**src/rtl/rbp_pkg.sv**
```systemverilog
// Shared types and constants of the replicate-border padding frame store.
// Holds the channel word structs, the internal command word and size constants.
// No dependencies.
package rbp_pkg;

  // Frame store geometry
  localparam int MAX_WIDTH  = 512;
  localparam int MAX_HEIGHT = 512;
  localparam int MAX_WINDOW = 31;

  // Fixed field widths of the channels
  localparam int COORD_W     = 10;
  localparam int PIXEL_W     = 8;
  localparam int SIZE_W      = 10;
  localparam int WIN_W       = 5;
  localparam int CFG_INDEX_W = 2;
  localparam int CFG_DATA_W  = 10;

  // Store addressing: row bits above column bits
  localparam int X_W         = (MAX_WIDTH > 1) ? $clog2(MAX_WIDTH) : 1;
  localparam int Y_W         = (MAX_HEIGHT > 1) ? $clog2(MAX_HEIGHT) : 1;
  localparam int ADDR_W      = X_W + Y_W;
  localparam int FRAME_DEPTH = 1 << ADDR_W;

  // Width of the coordinate arithmetic in the front end
  localparam int MAX_DIM = (MAX_WIDTH > MAX_HEIGHT) ? MAX_WIDTH : MAX_HEIGHT;
  localparam int CALC_W  = $clog2(MAX_DIM + MAX_WINDOW + (1 << COORD_W)) + 1;

  // Queue sizes
  localparam int CMD_DEPTH  = 4;
  localparam int CMD_PTR_W  = $clog2(CMD_DEPTH);
  localparam int CMD_CNT_W  = $clog2(CMD_DEPTH + 1);
  localparam int RSP_DEPTH  = 2;
  localparam int RSP_PTR_W  = $clog2(RSP_DEPTH);
  localparam int RSP_CNT_W  = $clog2(RSP_DEPTH + 1);

  // Register indexes
  localparam logic [CFG_INDEX_W-1:0] CFG_SRC_COLS    = CFG_INDEX_W'(0);
  localparam logic [CFG_INDEX_W-1:0] CFG_SRC_ROWS    = CFG_INDEX_W'(1);
  localparam logic [CFG_INDEX_W-1:0] CFG_WINDOW_SIZE = CFG_INDEX_W'(2);

  // Request function codes
  localparam logic FUNC_WRITE = 1'b0;
  localparam logic FUNC_READ  = 1'b1;

  typedef struct packed {
    logic               func;
    logic [COORD_W-1:0] column;
    logic [COORD_W-1:0] line;
    logic [PIXEL_W-1:0] pixel_in;
  } req_t;

  typedef struct packed {
    logic [PIXEL_W-1:0] pixel_out;
    logic               outside;
  } rsp_t;

  // Classified command handed from front end to back end
  typedef struct packed {
    logic               is_read;
    logic               outside;
    logic [ADDR_W-1:0]  addr;
    logic [PIXEL_W-1:0] wdata;
  } cmd_t;

  // Back end occupancy, watched at the top level
  typedef struct packed {
    logic [RSP_CNT_W-1:0] rsp_count;
    logic                 load_busy;
  } back_status_t;

endpackage

```
**src/rtl/rbp_front.sv**
```systemverilog
// Front end: configuration registers, request intake and coordinate classification.
// Depends on rbp_pkg.
module rbp_front import rbp_pkg::*; (
  input  logic                   clk,
  input  logic                   rst,
  input  logic                   req_valid,
  output logic                   req_ready,
  input  req_t                   req,
  input  logic                   cfg_valid,
  output logic                   cfg_ready,
  input  logic [CFG_INDEX_W-1:0] cfg_index,
  input  logic [CFG_DATA_W-1:0]  cfg_data,
  input  logic                   cmd_full,
  output logic                   cmd_push,
  output cmd_t                   cmd
);

  logic [SIZE_W-1:0] src_cols;
  logic [SIZE_W-1:0] src_rows;
  logic [WIN_W-1:0]  window_size;

  logic [CALC_W-1:0] w, h, k, pad, w_lim, h_lim;
  logic [CALC_W-1:0] col, row, col_off, row_off, sx, sy;
  logic              is_read, outside, write_ok;

  function automatic logic [CALC_W-1:0] sat_size(input logic [CALC_W-1:0] v,
                                                 input logic [CALC_W-1:0] hi);
    logic [CALC_W-1:0] r;
    if (v == '0) begin
      r = CALC_W'(1);
    end else if (v > hi) begin
      r = hi;
    end else begin
      r = v;
    end
    return r;
  endfunction

  assign cfg_ready = 1'b1;

  // Hold the configuration registers
  always_ff @(posedge clk) begin
    if (rst) begin
      src_cols    <= SIZE_W'(512);
      src_rows    <= SIZE_W'(512);
      window_size <= WIN_W'(3);
    end else if (cfg_valid && cfg_ready) begin
      unique case (cfg_index)
        CFG_SRC_COLS:    src_cols    <= cfg_data[SIZE_W-1:0];
        CFG_SRC_ROWS:    src_rows    <= cfg_data[SIZE_W-1:0];
        CFG_WINDOW_SIZE: window_size <= cfg_data[WIN_W-1:0];
        default: ;
      endcase
    end
  end

  // Classify the request: range checks and clamp to the image edges
  always_comb begin
    w       = sat_size(CALC_W'(src_cols), CALC_W'(MAX_WIDTH));
    h       = sat_size(CALC_W'(src_rows), CALC_W'(MAX_HEIGHT));
    k       = sat_size(CALC_W'(window_size), CALC_W'(MAX_WINDOW));
    pad     = k >> 1;
    w_lim   = w + k - CALC_W'(1);
    h_lim   = h + k - CALC_W'(1);
    col     = CALC_W'(req.column);
    row     = CALC_W'(req.line);
    col_off = col - pad;
    row_off = row - pad;

    if (col < pad) begin
      sx = '0;
    end else if (col_off >= w) begin
      sx = w - CALC_W'(1);
    end else begin
      sx = col_off;
    end

    if (row < pad) begin
      sy = '0;
    end else if (row_off >= h) begin
      sy = h - CALC_W'(1);
    end else begin
      sy = row_off;
    end

    is_read  = (req.func == FUNC_READ);
    outside  = (col >= w_lim) || (row >= h_lim);
    write_ok = (col < w) && (row < h);

    cmd.is_read = is_read;
    cmd.outside = is_read && outside;
    cmd.wdata   = req.pixel_in;
    if (is_read) begin
      cmd.addr = {sy[Y_W-1:0], sx[X_W-1:0]};
    end else begin
      cmd.addr = {row[Y_W-1:0], col[X_W-1:0]};
    end
  end

  // Drop writes beyond the source image; everything else goes to the queue
  assign req_ready = !cmd_full;
  assign cmd_push  = req_valid && req_ready && (is_read || write_ok);

endmodule

```
**config.mk**
```make
export PLATFORM = sky130hd
export DESIGN_NAME = rbp_front
export DESIGN_NICKNAME = d
export VERILOG_FILES = /design/src/rtl/rbp_pkg.sv /design/src/rtl/rbp_front.sv
export SDC_FILE = /design/constraint.sdc
export NUM_CORES = 1
export LEC_CHECK = 0
export ABC_AREA = 0
export BUFFER_PORTS_ARGS = -buffer_cell sky130_fd_sc_hd__buf_2
export CELL_PAD_IN_SITES_DETAIL_PLACEMENT = 0
export CELL_PAD_IN_SITES_GLOBAL_PLACEMENT = 1
export CORE_UTILIZATION = 39
export DETAILED_ROUTE_END_ITERATION = 6
export PLACE_DENSITY_LB_ADDON = 0.1
export SLEW_MARGIN = 20
export SYNTH_ARGS = -nofsm -noshare
export SYNTH_HDL_FRONTEND = slang
export SYNTH_SLANG_ARGS = --single-unit
```
**constraint.sdc**
```tcl
create_clock -name clk -period 6.2 [get_ports clk]
set_input_delay 1.55 -clock clk [delete_from_list [all_inputs] [get_ports clk]]
set_output_delay 1.55 -clock clk [all_outputs]
set_load 0.1 [all_outputs]
```
## Yosys cells after proc, flatten, opt, wreduce, memory -nomap -nowiden

Cells that the tools add are included.

| operators by class | value |
|---|---|
| $add $sub $neg | 8 |
| $mul | 0 |
| divide/modulo/power cells | 0 |
| magnitude comparators | 10 |
| eq/ne operators | 2 |
| shift operators | 0 |
| multiplexer cells | 10 |
| bitwise operators | 0 |
| reductions and logical operators | 14 |

Operators with widths:

| cell | number |
|---|---|
| $mux 10 | 4 |
| $mux 9 | 4 |
| $ge 10x12->1 | 2 |
| $ge 12x10->1 | 2 |
| $sub 12x1->12 const B | 2 |
| $add 10x5->11 | 2 |
| $lt 10x11->1 | 2 |
| $sub 10x4->11 | 2 |
| $gt 10x10->1 const B | 2 |
| $logic_not 10->1 | 2 |
| $lt 10x10->1 | 2 |
| $mux 18 | 1 |
| $sub 9x1->9 const B | 2 |
| $reduce_and 2->1 | 3 |
| $logic_not 5->1 | 1 |
| $mux 5 | 1 |
| $logic_and 1x1->1 | 4 |
| $eq 2x1->1 const B | 1 |
| $eq 2x2->1 const B | 1 |
| $logic_not 2->1 | 1 |
| $logic_or 1x1->1 | 2 |
| $logic_not 1->1 | 1 |

| word-level totals | value |
|---|---|
| register bits after elaboration | 25 |
| bits in latches | 0 |
| RAM bits | 0 |
| bits in read-only memories | 0 |
| logic and storage cells | 47 |
| memories | 0 |

## Longest topological paths before layout

| logic depth | value |
|---|---|
| depth in word-level cells | 8 |
| mapped depth | 21 |
| gate-level depth less buffers | 21 |

## Worst setup path after synthesis

No wires, ideal clock.

| timing | value |
|---|---|
| path kind | input port to output port |
| from | in req[9] (netlist bit) |
| to | out cmd[17] (netlist bit) |
| arrival | 6.274 ns |
| data required time | 4.650 ns |
| path slack | -1.624 ns |
| cell stages on the path | 16 |
| path buffers | 1 |
| path through | ha_1 -> nor2b_1 -> o21ai_2 -> a21boi_1 -> or3_1 -> clkbuf_1 -> or3_1 -> nor3_1 -> xor2_1 -> ha_1 -> and3_1 -> a221o_1 -> a31oi_1 -> a21boi_1 -> mux2_2 -> o22ai_1 |

RTL lines:

| element | RTL line | source |
|---|---|---|
| start, declared | rbp_front.sv:8 | `input req_t req,` |
| end, declared | rbp_front.sv:15 | `output cmd_t cmd` |

==> metrics <==
Post-Syn Instances=617; Critical Path Sink Type=output pin; Reg2Reg Setup Slack=5.19 ns; Die Span X=113 um; GRT met3 Usage=0.750%; critical path arrival=5.16 ns; reg-to-reg endpoint=src_cols[9]; Post-Syn Nets=747; Worst-Margin Slew=0.994 ns; RD Place Congestion=0.899; leading cell type in the layout, fill and taps excluded=buf_4; Final Util=56.0%; Initial Util=39.9%; ANT nets after route=0; IO buf count=59; CORE AREA=0.0120 mm2; startpoint types=primary input; fin crit share=108%; Overall Power=945 uW; PnR worst setup slack=-0.514 ns; Cell Area, Synth=0.00479 mm2; DP HPWL=12,500 um; HP Start=src_rows[0]; Async SR Flop Fraction=0%; max_cap viols=0; total I/O pin count=77; routed vias=4,832; area delta synth->final=40.4%; Hold Crit Class=register to register; worst-case clock buffer depth=2; fraction of layout cells with a size suffix above 1=33.7%; post-synth top area share=20.9%; Max transition margin=33.4%; ranking of synthesized cells by area=ha_1 21%, dfxtp_1 10%, xnor2_1 6.9%; critical path class=primary input to output pin; required time worst endpoint=4.65 ns; hold-critical path depth=2; sequential share of the synthesized area=10.4%; Global Route Usage Sum=23.4%; critical path peak fanout=6; Hold Violations, Final=0; maximum clock frequency=0.149 GHz; instance area at placement=0.00628 mm2; grt peak-use layer=met2; Root Driver=clkbuf_16; clk_skew=0 ns; post-layout min period=6.71 ns; maximum vdd drop=0.000164 V; final setup vio count=10; initial antenna violation count=0; Synth Flop Type=dfxtp_1; finished layout cell area=0.00673 mm2; # diodes=0; detailed router's first-iteration violation count=254; LEAKAGE=0.00298 uW; met1 GRT Util=34.3%; number of global-route vias before repair=4,718; largest net degree at the start of global routing=26; #FFs+latches synth=25; full die area=0.0127 mm2; Routed WL=15,000 um; worst r2r src=src_cols[9]; failing checks=negative setup slack; Unique masters post-synth=71; post-DR wirelength/cell=17.1 um; Hold Crit Endpoint=src_rows[0]; Die Height=113 um; Ys Warns=0; global route total overflow=0; CTS tree=built; Reg clk slew, reported paths=0.06 ns; syn avg cell area=7.76 um2; Power Density=140 mW/mm2; Hold Buf Count CTS=0; setup TNS=-4.25 ns; number of CTS-inserted buffers=3; status=complete, but fails checks; drt first pass iters=5; Post-synth EDFFs=0; Synth area leader=ha_1; RSZ-0062 raised after global routing=yes; most frequent cells in the layout=78 x buf_4, 76 x ha_1, 63 x nor2_1, 42 x inv_1, 40 x nand2_1; nets@finish=861; first-pass GRT wire length=23,800 um; Max Slew Vio Count=0; Worst-Skew Late Latency=0.26 ns; H-tree depth=1; DRC Markers=0; via-per-instance ratio=5.51; Clock Sinks=25; reg2reg path depth=3; Site Rows=40; grt met2 use=38.0%
-- how the worst max path moves through the flow --
| stage | from | endpoint | slack, ns |
|---|---|---|---|
| floorplan | req[9] | cmd[21] | -0.74 |
| global placement | req[8] | cmd[17] | -0.50 |
| detailed placement | req[8] | cmd[17] | -0.65 |
| CTS | req[9] | cmd[17] | -0.49 |
| global route | req[9] | cmd[17] | -0.64 |
| finish | req[9] | cmd[17] | -0.51 |
-- through the flow --
step                instances  hold slack [ns]  setup WS, ns
floorplan                 617            0.464        -0.741
global placement          860            0.519        -0.498
detailed placement        860            0.531        -0.646
CTS                       873            0.550        -0.488
global route              877            0.604        -0.641
finish                    877            0.535        -0.514
-- sequential cells by signal, indices dropped and copies added, names as in the netlist --
signal and count:
src_cols 10, src_rows 10, window_size 5
-- report_power, final --
part           switching [uW]  internal, uW
combinational             362           269
sequential               5.05           166
clock                    55.9          87.9
-- synth_stat cells, types with 6 or more instances --
| library cell | number |
|---|---|
| and3_1 | 7 |
| o21ai_0 | 22 |
| o21a_1 | 10 |
| mux2i_1 | 33 |
| inv_1 | 44 |
| nor2_1 | 65 |
| nor3_1 | 10 |
| a21oi_1 | 29 |
| nor2b_1 | 10 |
| dfxtp_1 | 25 |
| xnor2_1 | 38 |
| nand2b_1 | 12 |
| clkbuf_1 | 17 |
| ha_1 | 80 |
| a31oi_1 | 7 |
| nand2_1 | 43 |
| o2bb2ai_1 | 10 |
| nor4_1 | 7 |
| xor2_1 | 10 |
| buf_4 | 12 |
| nand3_1 | 7 |
| a21o_1 | 14 |
| o22ai_1 | 7 |
| or3_1 | 6 |
-- routing by layer --
layer / vias to the layer above / share of wire, %
li1: 2445 / -
met4: 0 / 1.7
met2: 113 / 44
met1: 2258 / 51
met5: - / 0
met3: 16 / 3.1
-- cell type report --
type | instances | area (um2)
timing repair buffer | 141 | 1210
fill | 1125 | 5280
tap | 147 | 184
multi-input combinational | 514 | 4580
inverter | 46 | 176
clock buffer | 4 | 78.8
sequential | 25 | 500
-- worst max-delay path: stages --
cell and delay (ns):
buf_8 0.10, ha_4 0.22, nor2b_4 0.12, o21ai_2 0.15, a21boi_2 0.08, or3_4 0.33
or3_4 0.37, nor3_4 0.14, xor2_1 0.17, ha_1 0.27, and3_4 0.18, a221o_1 0.30
a31oi_1 0.17, a21boi_2 0.22, buf_6 0.15, mux2_4 0.32, o22ai_4 0.13, buf_12 0.20
-- kinds of logic (layout without fill, tap and decap cells) --
family,count (synthesis),after routing,share of synthesized area [%]
flip-flops,25,25,10.4
other,1,1,0.0783
multiplexers,37,37,7.83
buffers and inverters,78,191,7.21
AO/OA/AOI/OAI,145,145,21.3
adder cells (fa/ha/maj),84,84,22.6
XOR/XNOR,49,49,9.11
AND/OR/NAND/NOR,198,198,21.5
-- repair_timing --
item / 4_1_cts / 5_1_grt
buffers inserted: 11 / 6
pin swaps: 6 / 14
endpoints found under the setup margin: 13 / 19
gates resized for setup: 29 / 36
Note: power is estimated with default switching activity, not from simulation.
