[src/rtl/rbp_pkg.sv]
// Shared types and constants of the replicate-border padding frame store.
// Holds the channel word structs, the internal command word and size constants.
// No dependencies.
package rbp_pkg;

  // Frame store geometry
  localparam int MAX_WIDTH  = 512;
  localparam int MAX_HEIGHT = 512;
  localparam int MAX_WINDOW = 31;

  // Fixed field widths of the channels
  localparam int COORD_W     = 10;
  localparam int PIXEL_W     = 8;
  localparam int SIZE_W      = 10;
  localparam int WIN_W       = 5;
  localparam int CFG_INDEX_W = 2;
  localparam int CFG_DATA_W  = 10;

  // Store addressing: row bits above column bits
  localparam int X_W         = (MAX_WIDTH > 1) ? $clog2(MAX_WIDTH) : 1;
  localparam int Y_W         = (MAX_HEIGHT > 1) ? $clog2(MAX_HEIGHT) : 1;
  localparam int ADDR_W      = X_W + Y_W;
  localparam int FRAME_DEPTH = 1 << ADDR_W;

  // Width of the coordinate arithmetic in the front end
  localparam int MAX_DIM = (MAX_WIDTH > MAX_HEIGHT) ? MAX_WIDTH : MAX_HEIGHT;
  localparam int CALC_W  = $clog2(MAX_DIM + MAX_WINDOW + (1 << COORD_W)) + 1;

  // Queue sizes
  localparam int CMD_DEPTH  = 4;
  localparam int CMD_PTR_W  = $clog2(CMD_DEPTH);
  localparam int CMD_CNT_W  = $clog2(CMD_DEPTH + 1);
  localparam int RSP_DEPTH  = 2;
  localparam int RSP_PTR_W  = $clog2(RSP_DEPTH);
  localparam int RSP_CNT_W  = $clog2(RSP_DEPTH + 1);

  // Register indexes
  localparam logic [CFG_INDEX_W-1:0] CFG_SRC_COLS    = CFG_INDEX_W'(0);
  localparam logic [CFG_INDEX_W-1:0] CFG_SRC_ROWS    = CFG_INDEX_W'(1);
  localparam logic [CFG_INDEX_W-1:0] CFG_WINDOW_SIZE = CFG_INDEX_W'(2);

  // Request function codes
  localparam logic FUNC_WRITE = 1'b0;
  localparam logic FUNC_READ  = 1'b1;

  typedef struct packed {
    logic               func;
    logic [COORD_W-1:0] column;
    logic [COORD_W-1:0] line;
    logic [PIXEL_W-1:0] pixel_in;
  } req_t;

  typedef struct packed {
    logic [PIXEL_W-1:0] pixel_out;
    logic               outside;
  } rsp_t;

  // Classified command handed from front end to back end
  typedef struct packed {
    logic               is_read;
    logic               outside;
    logic [ADDR_W-1:0]  addr;
    logic [PIXEL_W-1:0] wdata;
  } cmd_t;

  // Back end occupancy, watched at the top level
  typedef struct packed {
    logic [RSP_CNT_W-1:0] rsp_count;
    logic                 load_busy;
  } back_status_t;

endpackage

[src/rtl/rbp_cmd_fifo.sv]
// Command queue between front end and back end.
// Depends on rbp_pkg.
module rbp_cmd_fifo import rbp_pkg::*; (
  input  logic clk,
  input  logic rst,
  input  logic push,
  input  cmd_t din,
  output logic full,
  input  logic pop,
  output logic valid,
  output cmd_t dout
);

  cmd_t                 entries [CMD_DEPTH];
  logic [CMD_PTR_W-1:0] wr_ptr, rd_ptr;
  logic [CMD_CNT_W-1:0] count;

  function automatic logic [CMD_PTR_W-1:0] ptr_inc(input logic [CMD_PTR_W-1:0] p);
    logic [CMD_PTR_W-1:0] r;
    if (p == CMD_PTR_W'(CMD_DEPTH - 1)) begin
      r = '0;
    end else begin
      r = p + CMD_PTR_W'(1);
    end
    return r;
  endfunction

  assign full  = (count == CMD_CNT_W'(CMD_DEPTH));
  assign valid = (count != '0);
  assign dout  = entries[rd_ptr];

  // Store pushed words
  always_ff @(posedge clk) begin
    if (push) begin
      entries[wr_ptr] <= din;
    end
  end

  // Advance pointers and occupancy
  always_ff @(posedge clk) begin
    if (rst) begin
      wr_ptr <= '0;
      rd_ptr <= '0;
      count  <= '0;
    end else begin
      if (push) begin
        wr_ptr <= ptr_inc(wr_ptr);
      end
      if (pop) begin
        rd_ptr <= ptr_inc(rd_ptr);
      end
      count <= count + CMD_CNT_W'(push) - CMD_CNT_W'(pop);
    end
  end

endmodule

[config.mk]
export PLATFORM = sky130hd
export DESIGN_NAME = rbp_cmd_fifo
export DESIGN_NICKNAME = d
export VERILOG_FILES = /design/src/rtl/rbp_pkg.sv /design/src/rtl/rbp_cmd_fifo.sv
export SDC_FILE = /design/constraint.sdc
export NUM_CORES = 1
export LEC_CHECK = 0
export ABC_AREA = 1
export BUFFER_PORTS_ARGS = -buffer_cell sky130_fd_sc_hd__buf_2
export CORE_ASPECT_RATIO = 0.7
export CORE_MARGIN = 2
export CORE_UTILIZATION = 39
export DETAILED_ROUTE_END_ITERATION = 16
export SETUP_SLACK_MARGIN = 0.1
export SYNTH_ARGS = -nofsm -noshare
export SYNTH_HDL_FRONTEND = slang
export SYNTH_SLANG_ARGS = --single-unit
[constraint.sdc]
create_clock -name clk -period 1.96 [get_ports clk]
set_input_delay 0.392 -clock clk [delete_from_list [all_inputs] [get_ports clk]]
set_output_delay 0.392 -clock clk [all_outputs]
set_load 0.01 [all_outputs]
Word level (Yosys, flattened, before mapping)
Memory sizes are Yosys's and may differ from the RTL's. A register that Yosys moved wholly into a read port is not among the register bits.
Cells that the tools add are included.

storage, ports and cells
  bits in latches = 0
  register bits after elaboration = 7
  bits in writable memories = 112
  memories kept = 1
  bits of input ports = 32
  logic and storage cells = 18
  bits in read-only memories = 0

cells by class
  $lt $le $gt $ge = 0
  multiply operators = 0
  mux-type cells = 6
  div/mod/pow operators = 0
  eq/ne operators = 3
  bitwise logic cells = 0
  shift operators = 0
  reduce and logical (&&, ||, !) cells = 1
  $add $sub $neg = 4

memories
  name     depth  width  read ports  clocked after Yosys merged registers in  write ports  RTL line            text
  entries  4      28     1           1                                        1            rbp_cmd_fifo.sv:14  cmd_t entries [CMD_DEPTH];

operators with widths
  cell                                                            number
  2-bit two-way mux                                               4
  2-bit by 1-bit adder with 2-bit output (second input constant)  2
  2-bit equality test (second input constant)                     2
  3-bit by 1-bit adder with 3-bit output                          1
  3-bit equality test (second input constant)                     1
  3-bit nonzero test                                              1
  3-bit by 1-bit subtractor with 3-bit output                     1
  1-bit two-way mux                                               2

Logic depth before layout (Yosys ltp)
Gate-level depths: netlist of run 1.

  depth after elaboration = 4
  mapped depth = 8
  gate-level depth less buffers = 8

Worst setup path after synthesis of run 1
OpenSTA, ideal clock, no wires.

  path kind = input-to-reg
  start = in push
  end = mem entries[3][0] in the netlist's numbering (enable)
  setup slack = 415 ps
  stages on the path = 3
  path buffers = 1
  data required time = 1577 ps
  data arrival time = 1161 ps
  path through = buf_2 > nand2_1 > inv_1

on the way
  longest elaborated chain between the ends = 2

ends and longest elaborated chain
  element                                  RTL line            text
  from (decl)                              rbp_cmd_fifo.sv:6   input logic push,
  1-bit two-way mux                        rbp_cmd_fifo.sv:34  if (push) begin
  1-bit two-way mux (not written as such)  rbp_cmd_fifo.sv:35  entries[wr_ptr] <= din;
  to (decl)                                rbp_cmd_fifo.sv:14

No other way between the ends.

==> flow_results.org, run 1 <==
** Outcome
- Status :: finished, final reports clean

** Yosys
- The largest total area in the synthesized netlist belongs to sky130_fd_sc_hd__edfxtp_1.
- Dominant combinational cell family by area after synthesis :: compound AO/OA/AOI/OAI gates
- Synthesis Warnings :: 0
- After technology mapping, the gate count stands at just under 400.
- Basic-gate share of the synthesized area counting and, or, nand and nor cells :: 6.06%
- Share of synthesized cell area in full adder, half adder and majority cells :: around 2.2%
- Xor/xnor share of the synthesized area :: 0.181%
- Of the post-synthesis cell area, the dominant cell type holds a little over two thirds.
- The average instance in the mapped netlist occupies between 10 and 15 sq um.
- Post-Syn Nets :: around 430
- Multiplexer fraction of the synthesized cell area :: 0%
- In this run, synthesis produced a sequential element count of 121.
- The mapped netlist covers 4830 sq um.
- Yosys mapped the design onto 17 distinct sky130hd cell types.
- Complex-gate fraction of the synthesized area :: a little over a tenth
- Seq/Total Area, Yosys :: about three quarters
- Top cells by area in the synthesized netlist :: sky130_fd_sc_hd__edfxtp_1, sky130_fd_sc_hd__inv_1, sky130_fd_sc_hd__nand2_1, sky130_fd_sc_hd__o211ai_1, sky130_fd_sc_hd__dfxtp_1

** Clock network
- CTS placed an instance of sky130_fd_sc_hd__clkbuf_16 at the clock tree root.
- Clk slew on worst S/H paths :: 50 ps
- The H-tree was split into 4 levels.
- Clk buf depth :: 2
- TritonCTS clock tree :: done
- Clock tree synthesis found a total of 121 sinks.
- Clock tree synthesis inserted a total of 17 buffers.
- Clock latency on the worst-skew pair, taken at its later pin, is ~400 ps.

** Place
- The congestion estimate from routability-driven global placement came to between 0.7 and 0.8.
- DP Cell Count :: 594
- Cell area after placement :: between 5000 and 6000 sq um
- Once detailed placement completed, the half-perimeter wirelength came to 5.19 mm.
- Count of input and output buffers :: between 60 and 70

** Setup path
- STA classifies the critical path endpoint as an output pin.
- Worst setup path category :: reg -> out
- Crit start category :: flip-flop
- Data arrives at the worst endpoint at 1520 ps.
- Crit Path Max Fanout :: 7
- Data required time at the worst endpoint :: approximately 1600 ps

** Final layout
- With fillers left out, the area of the finished cells amounts to about 6300 sq um.
- In the final layout, flip-flops and latches occupy 3550 sq um.
- Final non-filler cell total :: 640
- Core utilization of the finished layout :: 52.9%
- Antenna Cells :: 0
- Number of filler instances in the final layout :: 1031
- The multi-input combinational cells in the finished layout cover a total of 1010 sq um.
- Area growth from synthesis to final layout :: 30.1%
- For this run, the post-layout net count is a little over 500.
- Fraction of layout cells with a size suffix above 1 :: between 20% and 30%

** Drt
- Number of detailed-routing iterations run before antenna repair :: 7
- Via density per instance :: 4.68
- Summing over every cut layer, the via total after detailed routing is approximately 3000.
- The detailed router finished its first iteration with 210 violations.
- In the final routed layout, each cell accounts on average for ~16 microns.
- Remaining antenna violation count :: 0
- Final WL :: between 10 and 15 mm
- Residual DRC :: 0

** Global routing
- Number of global-route vias before repair :: 2738
- Total global routing track utilization :: ~14%
- For this run the aggregate overflow at the end of global routing stands at 0.
- Largest net degree at the start of global routing :: 65
- Wire length of the first global-routing pass :: between 10 and 15 mm
- The number of antenna violations at the first check in global routing was 1.

** Job
- Number of maximum-capacitance violations :: 0

** Die
- Row generation in the floorplan step produced 33 rows.
- Initial core utilization :: 40.6%
- IO Count :: 62
- The core region is approximately 12000 sq um.
- Measured along the y axis, the die boundary spans just under 100 microns.
- Horizontal extent of the die :: 137 microns
- Full die area :: between 10000 and 15000 sq um

** Timing
- For the finished layout, the period the worst path requires is between 1500 and 2000 ps.
- The number of failing hold endpoints at the final stage is 0.
- Setup repair after global routing could not meet its margin everywhere.
- Setup violations remaining at the end of the flow were counted as 0.
- In this run the tightest slew margin relative to its limit is 77.0%.
- The final critical path takes up a little over nine tenths of the cycle.
- At the pin with the least slew margin, the transition time is approximately 340 ps.
- Largest clock skew in the final design :: 3.84 ps
- Derived from the worst setup path, the maximum achievable clock frequency is between 500 and 600 MHz.
- The number of pins exceeding their max-slew limit in the final report is 0.
- Hold is met by ~200 ps.

** Min path
- Worst min-delay path class :: in -> reg

** Power
- Total power divided by cell area :: between 1000 and 1500 nW/um^2
- VDD sags by at most a little over 0.0008 V.
- Static power due to leakage :: approximately 2.5 nW
-- final cells by class --
cell class	count	share of cell area (%)
clock inverter	11	2.05
timing repair buffer	85	11.1
sequential	121	56.4
tap	157	3.12
multi-input combinational	174	16.0
clock buffer	21	7.00
inverter	71	4.24
-- synth_stat cells (all sizes together) --
library cell and n:
a21oi 31, buf 17, clkbuf 2, dfxtp 9
edfxtp 112, fa 1, ha 7, inv 71
nand2 65, nand3 2, nor2 9, nor3 1
o211ai 28, o21ai 29, xnor2 1
-- cells in the final DEF (no fill, tap or decap), drive strengths merged, types with 7 or more instances in the layout --
cell,Yosys,layout
inv,71,71
a21oi,31,31
clkbuf,2,26
dfxtp,9,9
o21ai,29,29
clkinv,0,7
nor2,9,9
ha,7,7
o211ai,28,28
nand2,65,65
buf,17,80
edfxtp,112,112
-- worst max-delay path, cell delays in order (launching register included) --
cell,delay (ps)
sky130_fd_sc_hd__dfxtp_4,360
sky130_fd_sc_hd__buf_12,150
sky130_fd_sc_hd__clkbuf_16,160
sky130_fd_sc_hd__a21oi_1,130
sky130_fd_sc_hd__o21ai_1,80
sky130_fd_sc_hd__nand2_1,90
sky130_fd_sc_hd__buf_2,130
-- logic make-up (layout without fill, tap and decap cells) --
logic type | count (synthesis) | count (layout)
xor gates and xnor gates | 1 | 1
and+or+nand+nor | 77 | 77
DFF | 121 | 121
buffers and inverters | 90 | 188
AOI/OAI and AO/OA | 88 | 88
adders and majority gates | 8 | 8
-- metrics by stage --
stage	setup TNS [ps]	total power [mW]	setup slack, ps
after global placement	0	3.70	291
after floorplan	0	3.44	415
after CTS	0	6.72	69.7
final	0	6.82	46.7
after global routing	-31.7	7.10	-31.7
after detailed placement	0	3.72	249
-- layer usage --
layer / vias up / GRT usage [%] / wire length, microns / share of wire, %
met5: - / 0 / 13 / 0.13
met4: 2 / 4.76 / 71 / 0.70
met1: 1432 / 18.4 / 4910 / 48
met3: 10 / 6.31 / 488 / 4.8
li1: 1495 / - / - / -
met2: 54 / 21.5 / 4720 / 46
-- sequential cells by signal, summed over array words and instances, names as in the netlist, named ones only --
name,cells
entries,112
count,3
rd_ptr,2
wr_ptr,2
-- power by group --
part / switching (mW) / internal (mW) / leakage (nW)
sequential: 0.0397 / 2.97 / 1.10
combinational: 0.471 / 0.334 / 1.16
clock: 1.03 / 1.97 / 0.277
-- worst paths after layout --
check | from | endpoint | slack (ps) | cells after the start
worst max-delay path | flip-flop | dout[11] | 50 | 6
worst max register to register | count[0] | count[2] | 410 | 7
worst min register to register | rd_ptr[0] | flip-flop | 510 | 2
worst min-delay path | din[11] | entries[2][11] | 200 | 1
-- what timing repair did --
action | CTS | global route
hold buffers | 0 | 0
resized for setup | 1 | 43
pin swaps | 0 | 32
buffers inserted | 0 | 4
cloned | 0 | 10
endpoints found under the setup margin | 9 | 26
Power figures use the tool's default switching activity.
==> inputs of run 2 (changes only) <==
--- a/config.mk
+++ b/config.mk
@@ -10,6 +10,7 @@
 export CORE_ASPECT_RATIO = 0.7
 export CORE_MARGIN = 2
-export CORE_UTILIZATION = 39
+export CORE_UTILIZATION = 57
 export DETAILED_ROUTE_END_ITERATION = 16
+export PLACE_DENSITY = 0.79
 export SETUP_SLACK_MARGIN = 0.1
 export SYNTH_ARGS = -nofsm -noshare
==> constraint.sdc (replaced) <==
create_clock -name clk -period 1.96 [get_ports clk]
set_input_delay 0.294 -clock clk [delete_from_list [all_inputs] [get_ports clk]]
set_output_delay 0.294 -clock clk [all_outputs]
set_load 0.01 [all_outputs]
==> run 2 against run 1 <==
Sequential share of layout area up 3.2 points. Highest routed layer is now met4. Global-route usage up 7.4 points. Sequential cell count unchanged. Clock skew grew 1.4 ps. Non-clock buffer count fell by 11. Critical path type unchanged. Power shrank 1.9%. Die area fell by 31%. Core utilization rose by 18 points. Worst setup slack better by 120 ps. Worst hold slack worse by 99 ps. First-iteration DRC count shrank 19%. Maximum frequency up 7.0%. Critical endpoint is now dout[1].
==> flow_results.org, run 2 (same netlist as run 1, synthesis figures left out) <==
** Final layout
- Largest registers: entries: 112 flops, count: 3 flops (unchanged).
- Number of nets at the end of the flow :: 499 (was 510)
- Highest-count cells in the layout ignoring fill and taps :: sky130_fd_sc_hd__edfxtp_1, sky130_fd_sc_hd__inv_1, sky130_fd_sc_hd__nand2_1 (unchanged)
- The register bank with the most flops is entries (unchanged).
- Number of filler instances in the final layout :: 555 (was 1031)
- Fraction of layout cells with a size suffix above 1 :: 21.6% (was 27.1%)
- Core utilization of the finished layout :: 71.4% (was 52.9%)
- The number of flip-flops under the largest register name was 112 (unchanged).
- Antenna Cells :: 0 (unchanged)
- Most common cell after layout, fill and taps aside :: sky130_fd_sc_hd__edfxtp_1 (unchanged)
- The design area was 5950 sq um (was 6290 sq um).
- The relative area change from synthesis to final layout is 23.1% (was 30.1%).

** Clock network
- The TritonCTS sink count was 121 (unchanged).
- The clock latency on the worst-skew pair is 410 ps (was 400 ps).
- The clock transition at the registers of the reported paths came to 50 ps (about the same).
- The count of hold-fix buffers inserted at cts came to 0 (unchanged).
- Clk buf depth :: 2 (unchanged)
- The CTS tree is done (unchanged).
- Clock tree root driver cell :: sky130_fd_sc_hd__clkbuf_16 (unchanged)
- # H-tree levels :: 4 (unchanged)
- The number of CTS-inserted buffers is 17 (unchanged).

** Power
- The power density over the cells came to 1120 nW/um^2 (was 1080 nW/um^2).
- Static power due to leakage :: 2.44 nW (was 2.54 nW)
- Maximum vdd drop :: 0.000986 V (was 0.000804 V)
- The total power draw came to 6.69 mW (was 6.82 mW).

** Setup path
- Depth of the worst register-to-register path :: 7 (unchanged)
- R2r setup slk :: 360 ps (was 410 ps)
- The category of the critical setup timing path is reg -> out (unchanged).
- Crit start category :: flip-flop (unchanged)
- Crit Path Max Fanout :: 22 (was 7)
- Data arrival at the endpoint of the critical path :: 1490 ps (was 1520 ps)
- The required time at the endpoint of the critical path came to 1670 ps (was 1570 ps).
- Critical Path End Type :: output pin (unchanged)

** Die
- The count of boundary I/O pins came to 62 (unchanged).
- Core region area :: 8340 sq um (was 11900 sq um)
- The die height came to 81.0 microns (was 97.1 microns).
- The initial cell density of the core was 58.0% (was 40.6%).
- The width of the die came to 114 microns (was 137 microns).
- The floorplan row count came to 28 (was 33).
- Full die area :: 9240 sq um (was 13300 sq um)

** Drt
- The total iterations of the first detailed-routing run came to 5 (was 7).
- The number of nets still failing antenna checks after routing was 0 (unchanged).
- Final WL :: 9.31 mm (was 10.2 mm)
- Vias after detailed routing :: 3011 (was 2993)
- Residual DRC :: 0 (unchanged)
- WL per Instance :: 16.1 microns (was 15.9 microns)
- The detail-routed via count per cell was 5.22 (was 4.68).
- The number of DRC markers in iteration 0 came to 170 (was 210).

** Global routing
- The largest net degree at the start of global routing came to 45 (was 65).
- The number of antenna violations at the first check in global routing came to 0 (was 1).
- Leftover overflow at the end of global routing :: 0 (unchanged)
- Met3 routing resource usage after global routing :: 9.03% (was 6.31%)
- The met2 track demand over resource came to 36.3% (was 21.5%).
- Wire length of the first global-routing pass :: 14.6 mm (was 14.0 mm)
- The busiest layer in global routing was met2 (unchanged).
- Global routing usage on met1 :: 25.2% (was 18.4%)
- The total global routing track utilization was 21.7% (was 14.3%).
- The number of global-route vias before repair was 3079 (was 2738).

** Timing
- Final critical path time including I/O delays and setup :: 1790 ps (was 1910 ps)
- Fmax :: 559 MHz (was 523 MHz)
- RSZ-0062 raised after global routing: yes (unchanged).
- The post-route clock period utilization is 91.2% (was 97.6%).
- Final hold violations :: 0 (unchanged)
- Least-Margin Pin Slew :: 450 ps (was 345 ps)
- Final worst setup slack :: 172 ps (was 46.7 ps)
- The final clock skew came to 5.22 ps (was 3.84 ps).
- Total negative slack :: 0 ps (unchanged)
- The final number of setup-violating endpoints came to 0 (unchanged).
- The worst-case headroom to the max-slew limit came to 69.9% (was 77.0%).
- Count of pins over their slew limit :: 0 (unchanged)

** Min path
- The class of the tightest hold or removal check is in -> reg (unchanged).
- Worst Hold Path Cells :: 1 (unchanged)

** Outcome
- Status :: finished, final reports clean (unchanged)

** Place
- Cell area after placement :: 5310 sq um (was 5370 sq um)
- The post-place setup slack came to 330 ps (was 249 ps).
- Weighted congestion reported at the end of routability-driven placement :: 0.767 (was 0.754)
- The number of buffers inserted by port buffering came to 61 (unchanged).
- The post-DP HPWL was 5.29 mm (was 5.19 mm).

** Job
- The number of max-cap violations came to 0 (unchanged).
-- run 2: critical path, stage by stage (launching register included) --
cell and delay, ps:
sky130_fd_sc_hd__dfxtp_4 470, sky130_fd_sc_hd__buf_12 200, sky130_fd_sc_hd__a21oi_1 60, sky130_fd_sc_hd__o21ai_0 90, sky130_fd_sc_hd__nand2_1 100, sky130_fd_sc_hd__buf_2 150
-- run 2: worst paths after layout --
path,startpoint,end
hold / removal,din[20],entries[0][20]
setup reg to reg,count[0],count[2]
hold reg to reg,rd_ptr[0],flip-flop
setup / recovery,flip-flop,dout[1]
-- run 2: report_power, final --
part / switching [mW] / total, mW / internal, mW
sequential: 0.0564 / 3.03 / 2.97
combinational: 0.415 / 0.676 / 0.261
clock: 1.01 / 2.99 / 1.98
-- run 2: cell type report --
class                   instances  area [sq um]  area share (%)
clock buffers                  30           544            9.15
clock inverters                 2          35.0           0.589
inverters                      71           267            4.48
multi-input cells             174           920            15.5
flip-flops and latches        121          3550            59.7
well taps                     105           131            2.21
repair buffers                 74           503            8.45
-- run 2: stage by stage --
stage	hold WS, ps	cells
4_1_cts	79.9	576
3_3_place_gp	479	541
2_1_floorplan	365	385
6_report	96.7	577
3_5_place_dp	510	541
5_1_grt	81.4	577
-- run 2: per-layer routing --
metal,vias up,routed length [microns]
li1,1472,-
met1,1441,4030
met2,82,4620
met3,16,545
met4,0,109
met5,-,0
-- run 2: timing repair --
item                                    4_1_cts  5_1_grt
cloned                                        0        1
gates resized for setup                       1        2
setup buffers                                 3        0
endpoints found under the setup margin       27        8
==> inputs of run 3 (changes only) <==
PLACE_DENSITY = 0.84   (was 0.79)
==> run 3 against run 2 <==
Wire length shrank 0.30%. Sequential share of layout area shrank 1.2 points. Global-route usage shrank 0.96 points. Final cell count grew 1.4%. Maximum frequency shrank 1.3%. Sequential cell count is the same. Die area is the same. Via count is essentially flat. Register-to-register slack is essentially flat. Combinational power grew 5.8%. Worst setup slack lost 23 ps. Critical path type unchanged. Highest routed layer unchanged.
==> flow_results.org, run 3 (same netlist as run 1, synthesis figures left out) <==
** Final layout
- The antenna cell count is 0 (unchanged).
- The relative area change from synthesis to final layout is 25.6% (was 23.1%).
- Number of nets at the end of the flow :: 507 (was 499)
- Number of filler instances in the final layout :: 526 (was 555)
- Largest registers: entries: 112 flops, count: 3 flops (unchanged).
- Top register by number of flip-flops :: entries (unchanged)
- The number of cells in the finished layout apart from fillers was 585 (was 577).
- Number of flip-flops in the largest register :: 112 (unchanged)
- Highest-count cells in the layout ignoring fill and taps: sky130_fd_sc_hd__edfxtp_1, sky130_fd_sc_hd__inv_1, sky130_fd_sc_hd__nand2_1 (unchanged).
- The fraction of layout instances using a drive strength above 1 was 24.8% (was 21.6%).
- The most frequent standard cell in the layout excluding fill and tap cells is sky130_fd_sc_hd__edfxtp_1 (unchanged).
- Core utilization of the finished layout :: 72.8% (was 71.4%)

** Clock network
- The CTS tree is done (unchanged).
- Clock insertion delay at the later pin of the skew report :: 400 ps (was 410 ps)
- The number of CTS-inserted buffers came to 17 (unchanged).
- The maximum buffer depth of the clock tree is 2 (unchanged).
- Clk slew on worst S/H paths :: 50 ps (about the same)
- The TritonCTS sink count is 121 (unchanged).
- The root buffer cell is sky130_fd_sc_hd__clkbuf_16 (unchanged).
- The number of H-tree branching levels came to 4 (unchanged).

** Setup path
- R2r setup slk :: 370 ps (was 360 ps)
- Crit Path Max Fanout :: 18 (was 22)
- The required time at the endpoint of the critical path was 1670 ps (about the same).
- Critical Path End Type :: output pin (unchanged)
- The category of the critical setup timing path is reg -> out (unchanged).
- The data arrival at the endpoint of the critical path came to 1520 ps (was 1490 ps).
- The kind of start point of the critical path was a flip-flop (unchanged).

** Timing
- The setup TNS after final layout was 0 ps (unchanged).
- RSZ-0062 raised after global routing: yes (unchanged).
- The worst-case setup margin in the final layout was 149 ps (was 172 ps).
- Final setup violation count :: 0 (unchanged)
- The worst-case headroom to the max-slew limit was 71.4% (was 69.9%).
- Count of pins over their slew limit :: 0 (unchanged)
- The post-route clock period utilization is 92.4% (was 91.2%).
- Final hold violations :: 0 (unchanged)
- The transition time of the tightest slew-check pin came to 429 ps (was 450 ps).
- The fmax came to 552 MHz (was 559 MHz).
- Largest clock skew in the final design :: 6.64 ps (was 5.22 ps)
- The tightest hold margin was 99.4 ps (was 96.7 ps).
- The final period demand of the worst path is 1810 ps (was 1790 ps).

** Place
- Weighted congestion reported at the end of routability-driven placement :: 0.820 (was 0.767)
- The post-place setup slack was 318 ps (was 330 ps).
- The post-DP HPWL came to 5.10 mm (was 5.29 mm).
- The number of buffers inserted by port buffering came to 61 (unchanged).
- DP Cell Count :: 542 (was 541)

** Global routing
- The number of global-route vias before repair was 2791 (was 3079).
- Total global routing track utilization :: 20.7% (was 21.7%)
- Number of antenna violations at the first check in global routing :: 0 (unchanged)
- The residual overflow from global routing is 0 (unchanged).
- The largest net degree at the start of global routing is 50 (was 45).
- Wire length of the first global-routing pass :: 13.7 mm (was 14.6 mm)

** Min path
- Worst min-delay path class :: in -> reg (unchanged)

** Power
- The total leakage power is 2.49 nW (was 2.44 nW).
- The maximum resistive drop on vdd came to 0.00108 V (was 0.000986 V).
- The power density over the cells was 1130 nW/um^2 (was 1120 nW/um^2).

** Drt
- Violation count after the first detailed-routing iteration :: 283 (was 170)
- WL per Instance :: 15.9 microns (was 16.1 microns)
- The total via count after detailed routing came to 3014 (was 3011).
- The detail-routed via count per cell was 5.15 (was 5.22).
- The detailed-route DRC error count was 0 (unchanged).
- The total iterations of the first detailed-routing run is 4 (was 5).
- Remaining antenna violation count :: 0 (unchanged)
- Final WL :: 9.28 mm (was 9.31 mm)

** Die
- Overall die height :: 81.0 microns (unchanged)
- The area of the die is 9240 sq um (unchanged).
- The width of the die is 114 microns (unchanged).
- IO Count :: 62 (unchanged)
- Core region area :: 8340 sq um (unchanged)
- The initial cell density of the core is 58.0% (unchanged).
- The floorplan row count came to 28 (unchanged).

** Outcome
- Status :: finished, final reports clean (unchanged)

** Job
- The number of max-cap violations was 0 (unchanged).
==> run 3: cell count changes in the layout (fill, tap and decap cells not counted), moves of 3 or more <==
cell | before | now
sky130_fd_sc_hd__clkinvlp_4 | 0 | 6
sky130_fd_sc_hd__clkbuf_1 | 6 | 1
sky130_fd_sc_hd__a21oi_1 | 31 | 27
sky130_fd_sc_hd__a21oi_2 | 0 | 4
sky130_fd_sc_hd__buf_4 | 4 | 8
sky130_fd_sc_hd__buf_6 | 2 | 6
sky130_fd_sc_hd__clkbuf_8 | 7 | 3
sky130_fd_sc_hd__o21ai_0 | 17 | 14
sky130_fd_sc_hd__o21ai_1 | 12 | 15
==> run 3: worst paths after layout <==
path                                        to  cells past startpoint      start
worst max register to register        count[2]                      8   count[0]
worst min-delay path            entries[2][14]                      1    din[14]
worst max-delay path                  dout[13]                      6  flip-flop
worst min register to register       flip-flop                      2  rd_ptr[0]
==> run 3: cell type report <==
cell class | count | area, sq um | area share [%]
clock inverters | 11 | 145 | 2.39
clock buffers | 21 | 470 | 7.75
repair buffers | 82 | 571 | 9.40
multi-input cells | 174 | 935 | 15.4
well taps | 105 | 131 | 2.16
flip-flops and latches | 121 | 3550 | 58.5
inverters | 71 | 267 | 4.39
==> run 3: report_power, final <==
part,internal [mW],switching [mW],total [mW]
sequential,2.97,0.0471,3.01
combinational,0.283,0.432,0.715
clock,2.09,1.04,3.14
total,5.34,1.52,6.87
==> run 3: per-stage QoR <==
stage                     total power [mW]  area [sq um]
final                                 6.87          6070
after detailed placement              3.71          5280
after global routing                  7.16          6070
after floorplan                       3.44          4830
after global placement                3.68          5280
after CTS                             6.85          5910
==> run 3: layer usage <==
| metal | track usage, % | wire length, microns | up-vias | share of wire (%) |
|---|---|---|---|---|
| li1 | - | - | 1491 | - |
| met1 | 25.6 | 3850 | 1425 | 42 |
| met2 | 33.5 | 4720 | 88 | 51 |
| met3 | 8.43 | 613 | 10 | 6.6 |
| met4 | 7.32 | 91 | 0 | 0.98 |
| met5 | 0 | 0 | - | 0 |
==> run 3: repair_timing <==
item | in CTS | in global routing
hold buffers | 0 | 0
setup endpoints to repair | 26 | 28
cloned | 0 | 4
hold endpoints to repair | 0 | 0
gates resized for setup | 1 | 13
setup buffers | 1 | 6
pin swaps | 0 | 10
==> run 3: critical path: stages (launching register included) <==
cell	delay, ps
sky130_fd_sc_hd__dfxtp_4	380
sky130_fd_sc_hd__buf_12	130
sky130_fd_sc_hd__buf_6	150
sky130_fd_sc_hd__a21oi_1	140
sky130_fd_sc_hd__o21ai_0	90
sky130_fd_sc_hd__nand2_1	90
sky130_fd_sc_hd__buf_2	130
